File: config.mk
export PLATFORM = sky130hd
export DESIGN_NAME = srbi_ctrl
export DESIGN_NICKNAME = d
export VERILOG_FILES = /design/src/rtl/sorted_record_block_index_assert.svh /design/src/rtl/srbi_pkg.sv /design/src/rtl/srbi_ctrl.sv
export SDC_FILE = /design/constraint.sdc
export NUM_CORES = 1
export LEC_CHECK = 0
export BUFFER_PORTS_ARGS = -buffer_cell sky130_fd_sc_hd__buf_4
export CAP_MARGIN = 5
export CORE_AREA = 2 2 39 41
export DETAILED_ROUTE_END_ITERATION = 6
export DIE_AREA = 0 0 41 43
export SYNTH_ARGS = -nofsm -noshare
export SYNTH_HDL_FRONTEND = slang
export SYNTH_SLANG_ARGS = --single-unit
File: constraint.sdc
create_clock -name clk -period 2.84 [get_ports clk]
set_clock_uncertainty 0.05 [all_clocks]
set_input_delay 0.142 -clock clk [delete_from_list [all_inputs] [get_ports clk]]
set_output_delay 0.142 -clock clk [all_outputs]
set_load 0.1 [all_outputs]
File: src/rtl/sorted_record_block_index_assert.svh
// Assertion macros for the sorted record block index.
// Expects signals named clk and rst in the scope where a macro is used.
`ifndef SORTED_RECORD_BLOCK_INDEX_ASSERT_SVH
`define SORTED_RECORD_BLOCK_INDEX_ASSERT_SVH

// Consequent must hold in the same cycle as the antecedent.
`define SRBI_ASSERT_NOW(label, ante, cons) \
  label: assert property (@(posedge clk) disable iff (rst) (ante) |-> (cons)) \
    else $error("sorted record block index: same-cycle check failed");

// Consequent must hold in the cycle after the antecedent.
`define SRBI_ASSERT_NEXT(label, ante, cons) \
  label: assert property (@(posedge clk) disable iff (rst) (ante) |=> (cons)) \
    else $error("sorted record block index: next-cycle check failed");

`endif

File: src/rtl/srbi_pkg.sv
// Package for the sorted record block index: sizes, command codes, entry
// layout, controller states and the controller/datapath signal groups.
package srbi_pkg;

  localparam int MAX_ENTRIES  = 256;
  localparam int INDEX_BYTES  = 24;
  localparam int HEADER_BYTES = 24;

  localparam int IDX_W  = $clog2(MAX_ENTRIES);
  localparam int CNT_W  = IDX_W + 1;
  localparam int CMD_W  = 2;
  localparam int TIME_W = 64;
  localparam int LEN_W  = 16;
  localparam int POS_W  = 8;
  localparam int OFF_W  = 16;
  localparam int TOT_W  = 9;
  localparam int BB_W   = 17;
  localparam int NEED_W = BB_W + 1;

  localparam logic [CMD_W-1:0] CMD_INSERT = 2'd0;
  localparam logic [CMD_W-1:0] CMD_READ   = 2'd1;
  localparam logic [CMD_W-1:0] CMD_CLEAR  = 2'd2;

  localparam logic [BB_W-1:0] BLOCK_LIMIT = 17'd65536;
  localparam logic [BB_W-1:0] BB_RESET    = 17'd4096;
  localparam logic [BB_W-1:0] HEAD_RESET  = BB_W'(4096 - HEADER_BYTES);

  typedef struct packed {
    logic [TIME_W-1:0] rec_time;
    logic [OFF_W-1:0]  offset;
    logic [LEN_W-1:0]  rec_len;
  } srbi_entry_t;

  localparam int ENTRY_W = $bits(srbi_entry_t);

  typedef enum logic [3:0] {
    ST_IDLE,
    ST_DECODE,
    ST_SRCH_RD,
    ST_SRCH_CMP,
    ST_SHIFT,
    ST_PLACE,
    ST_READ_RD,
    ST_READ_CAP,
    ST_FINISH
  } srbi_state_t;

  typedef struct packed {
    logic load;
    logic ins_start;
    logic res_zero;
    logic clear;
    logic probe;
    logic compare;
    logic shift_init;
    logic shift;
    logic place;
    logic rd_issue;
    logic rd_cap;
    logic finish;
  } srbi_ctl_t;

  typedef struct packed {
    logic [CMD_W-1:0] cmd;
    logic             fits;
    logic             pos_ok;
    logic             span_zero;
    logic             shift_done;
    logic             out_free;
  } srbi_sts_t;

endpackage

File: src/rtl/srbi_ctrl.sv
// Controller of the sorted record block index: sequences decode, binary
// search, entry shift, placement, reads and result hand-off. Uses srbi_pkg.
module srbi_ctrl (
  input  logic                clk,
  input  logic                rst,
  input  logic                in_valid,
  output logic                in_ready,
  input  srbi_pkg::srbi_sts_t sts,
  output srbi_pkg::srbi_ctl_t ctl
);
  import srbi_pkg::*;

  srbi_state_t state, state_next;

  always_ff @(posedge clk) begin
    if (rst) begin
      state <= ST_IDLE;
    end else begin
      state <= state_next;
    end
  end

  always_comb begin
    state_next = state;
    unique case (state)
      ST_IDLE: begin
        if (in_valid) state_next = ST_DECODE;
      end
      ST_DECODE: begin
        unique case (sts.cmd)
          CMD_INSERT: state_next = sts.fits ? ST_SRCH_RD : ST_FINISH;
          CMD_READ:   state_next = sts.pos_ok ? ST_READ_RD : ST_FINISH;
          default:    state_next = ST_FINISH;
        endcase
      end
      ST_SRCH_RD:  state_next = sts.span_zero ? ST_SHIFT : ST_SRCH_CMP;
      ST_SRCH_CMP: state_next = ST_SRCH_RD;
      ST_SHIFT: begin
        if (sts.shift_done) state_next = ST_PLACE;
      end
      ST_PLACE:    state_next = ST_FINISH;
      ST_READ_RD:  state_next = ST_READ_CAP;
      ST_READ_CAP: state_next = ST_FINISH;
      ST_FINISH: begin
        if (sts.out_free) state_next = ST_IDLE;
      end
      default:     state_next = ST_IDLE;
    endcase
  end

  always_comb begin
    ctl      = '0;
    in_ready = 1'b0;
    unique case (state)
      ST_IDLE: begin
        in_ready = 1'b1;
        ctl.load = in_valid;
      end
      ST_DECODE: begin
        unique case (sts.cmd)
          CMD_INSERT: begin
            ctl.ins_start = sts.fits;
            ctl.res_zero  = !sts.fits;
          end
          CMD_READ:  ctl.res_zero = !sts.pos_ok;
          CMD_CLEAR: ctl.clear = 1'b1;
          default:   ctl.res_zero = 1'b1;
        endcase
      end
      ST_SRCH_RD: begin
        ctl.shift_init = sts.span_zero;
        ctl.probe      = !sts.span_zero;
      end
      ST_SRCH_CMP: ctl.compare  = 1'b1;
      ST_SHIFT:    ctl.shift    = 1'b1;
      ST_PLACE:    ctl.place    = 1'b1;
      ST_READ_RD:  ctl.rd_issue = 1'b1;
      ST_READ_CAP: ctl.rd_cap   = 1'b1;
      ST_FINISH:   ctl.finish   = sts.out_free;
      default:     ctl = '0;
    endcase
  end

endmodule

==> impl_metrics.csv <==
group,metric,value,unit
outcome,outcome,"finished clean",
sta,worst_slack,0.7270,ns
placed_design,dp_slack,0.9734,ns
detailed_routing,dr.pass1.iters,2,
setup_path,worst_setup_path_end_kind,"primary output",
power_and_ir_drop,reg_power_share,27.8,%
logic_synthesis,synth_cell_types,23,
detailed_routing,remaining_drc_errors,0,
cts,cts_repair_resize_count,0,
power_and_ir_drop,cellInternalPower,0.1412,mW
logic_synthesis,synthCells,50,
cts,buffer_cell_driving_the_clock_tree_root,"clkbuf_4",
sta,final_min_period_over_clock_period,74.40,%
global_routing,grt_pass1_wl,1324,um
setup_path,rr_worst_depth,3,
cells_and_area,final_design_area_no_fill,600.6,um2
setup_path,setup.worst_path.class,"flip-flop to primary output",
sta,maxSlewHeadroom,69.36,%
cts,cts_hold_repair.buffers,0,
setup_path,timing.critical_path.max_delay_family,"simple AND/OR/NAND/NOR gates",
floorplanning,die_width,41,um
power_and_ir_drop,power.density_cell_area,417.0,mW/mm2
setup_path,endpoint,"ctl[10]",
cells_and_area,largest_register,"state",
floorplanning,die_h,43,um
power_and_ir_drop,cellLeakagePower,0.2478,nW
power_and_ir_drop,switching_power,0.1092,mW
setup_path,worst-path-stages,3,
cells_and_area,flow.area_growth_from_synthesis,61.62,%
min_path,worstHoldPathType,"input port to flip-flop",
detailed_routing,first_iter_violations,1,
setup_path,worst_ep_required_time,2.65,ns
setup_path,critical-path-max-stage-delay,0.57,ns
setup_path,crit_path_start,"state[0]",
global_routing,number_of_antenna_violations_at_the_first_check_in_global_routing,0,
cts,clock_tree.htree_level_count,1,
placed_design,dp.cells,84,
cts,post_cts_buffers,0,
floorplanning,die-area,0.001763,mm2
cts,numCtsBuffers,3,
sta,fin_crit,2.113,ns
power_and_ir_drop,clock_power_share,27.7,%
setup_path,cp.buffers_inverters,1,
power_and_ir_drop,vdd.ir_drop.worst,194.0,uV
cells_and_area,num-nets-final,83,
floorplanning,initial_utilization,26.85,%
power_and_ir_drop,total_power,0.2504,mW
logic_synthesis,post_synthesis_sequential_element_count,4,
sta,finalHoldViolCount,0,
power_and_ir_drop,p_sw_share,43.63,%
sta,grt_setup_unrepaired,"false",
floorplanning,ioPinCount,23,
sta,timing.fmax,473.3,MHz
detailed_routing,routedWlPerCell,10.26,um
cells_and_area,biggestRegsByFlops,"state: 4 flops",
detailed_routing,postRouteWirelength,893,um
logic_synthesis,syn_avg_cell_area,7.432,um2
logic_synthesis,synth.cell_area,371.6,um2
floorplanning,placeableCoreArea,0.001384,mm2
detailed_routing,routed-via-count,424,
setup_path,regToRegStartpoint,"state[0]",
placed_design,dp.final_hpwl,689.2,um
placed_design,dpl_cell_area,578.1,um2
setup_path,critical_path.slowest_cell,"or4b_4",
logic_synthesis,synth-seq-area-share,21.55,%
setup_path,arrival,1.92,ns
global_routing,grt_overflow_total,0,
sta,setup_tns,0,ns
logic_synthesis,synth_fp_nets,60,
cells_and_area,final_cells,87,
global_routing,vias_in_the_first_global_route,328,
cells_and_area,final_layout_size_suffix_gt1_share,46.48,%
floorplanning,num_rows,14,
global_routing,global_route.usage.total,10.23,%
placed_design,gp_congestion,0.6485,
sta,whs,0.04638,ns
job,max_cap_violations,0,
cts,clock_buffer_depth,2,
cells_and_area,diodes_inserted,0,
detailed_routing,avgViaCountPerCell,4.874,
sta,slew_viol_final,0,
setup_path,crit_chain,"or4b_4, nor4b_4, buf_4",
setup_path,critPathMaxFanout,12,
sta,finalSetupViolCount,0,
cells_and_area,final.fill_count,133,
cts,cts_tree,"yes",
setup_path,worst_r2r_endpoint,"state[1]",
cells_and_area,layout.core_utilization,43.40,%
placed_design,place.port_buffers,22,
logic_synthesis,yosys_warnings,0,
setup_path,startpoint_type,"flip-flop",
cts,clk_latency,0.23,ns
setup_path,register_to_register_setup_slack,1.10,ns
global_routing,largest_net_degree_at_the_start_of_global_routing,14,
cts,clk_pin_slew_worst_paths,0.04,ns
cts,clock-sinks,4,
detailed_routing,detail-route-antenna-nets,0,
cells_and_area,largest_register_ff_count,4,
sta,worstMarginPinSlew,0.4590,ns
power_and_ir_drop,share_comb_of_total_power,44.6,%
[Yosys cell counts]
| library cell | instances | area [um2] |
|---|---|---|
| nand2b_1 | 3 | 18.77 |
| or3_1 | 3 | 18.77 |
| a211o_1 | 1 | 8.760 |
| and4b_1 | 1 | 10.01 |
| dfxtp_1 | 4 | 80.08 |
| nor4b_1 | 2 | 17.52 |
| nor2b_1 | 2 | 12.51 |
| nor3b_1 | 3 | 22.52 |
| mux2_2 | 1 | 11.26 |
| buf_6 | 1 | 11.26 |
| nand2_1 | 3 | 11.26 |
| clkbuf_1 | 3 | 11.26 |
| o21ai_0 | 2 | 10.01 |
| nor2_1 | 4 | 15.01 |
| nor4_1 | 3 | 18.77 |
| or4b_4 | 1 | 13.76 |
| nor3_1 | 3 | 15.01 |
| or3b_1 | 1 | 8.760 |
| mux2i_1 | 1 | 10.01 |
| a31oi_1 | 1 | 6.260 |
| a21oi_1 | 4 | 20.02 |
| and2_1 | 2 | 12.51 |
| nand3b_1 | 1 | 7.510 |
[kinds of logic after synthesis]
group                  Yosys count  share of synthesized area [%]
AO/OA/AOI/OAI                    8                          12.12
flip-flops                       4                          21.55
multiplexers                     2                          5.724
buffers and inverters            4                          6.060
AND/OR/NAND/NOR                 32                          54.54
[cell usage in the layout, fill, tap and decap left out, types with 3 or more instances in the layout]
master,n
nor2_1,4
clkbuf_4,3
nand2b_1,3
or3_1,3
buf_4,22
nand2_1,3
dfxtp_1,4
a21oi_1,4
[worst min path at each step]
stage,start,endpoint,slack (ns),cells past startpoint
after global placement,rst,state[2],0.29,2
after floorplan,rst,state[1],0.16,1
after detailed placement,rst,state[2],0.29,2
after CTS,rst,state[2],0.05,2
final,rst,state[2],0.05,2
after global routing,rst,state[2],0.05,2
[worst register-to-register path: cells and delay by family, from the launching register on]
kind	cells	cell delay [ns]
flops	1	0.54
compound gates	1	0.14
simple gates	2	0.94
[per-layer routing]
layer | up-vias | share of wire [%] | GRT usage, %
met5 | - | 0 | 0
met4 | 0 | 1.5 | 4.000
met3 | 2 | 12 | 0
met2 | 22 | 42 | 15.00
met1 | 175 | 45 | 15.38
li1 | 225 | - | -
[final cells by class]
class                   instances  area [um2]  area share, %
repair buffers                 22       165.2          27.50
clock buffers                   3       22.52          3.750
flip-flops and latches          4       80.08          13.33
multi-input cells              42       312.8          52.08
well taps                      16       20.02          3.333
[power by group through the flow]
stage | Clock (mW) | Combinational (mW) | Sequential [mW]
6_report | 0.0693 | 0.112 | 0.0695
5_1_grt | 0.0741 | 0.118 | 0.0708
4_1_cts | 0.0693 | 0.112 | 0.0694
3_5_place_dp | 0 | 0.112 | 0.0702
3_3_place_gp | 0 | 0.112 | 0.0700
2_1_floorplan | 0 | 0.0922 | 0.0621
Note: power is estimated with default switching activity, not from simulation.
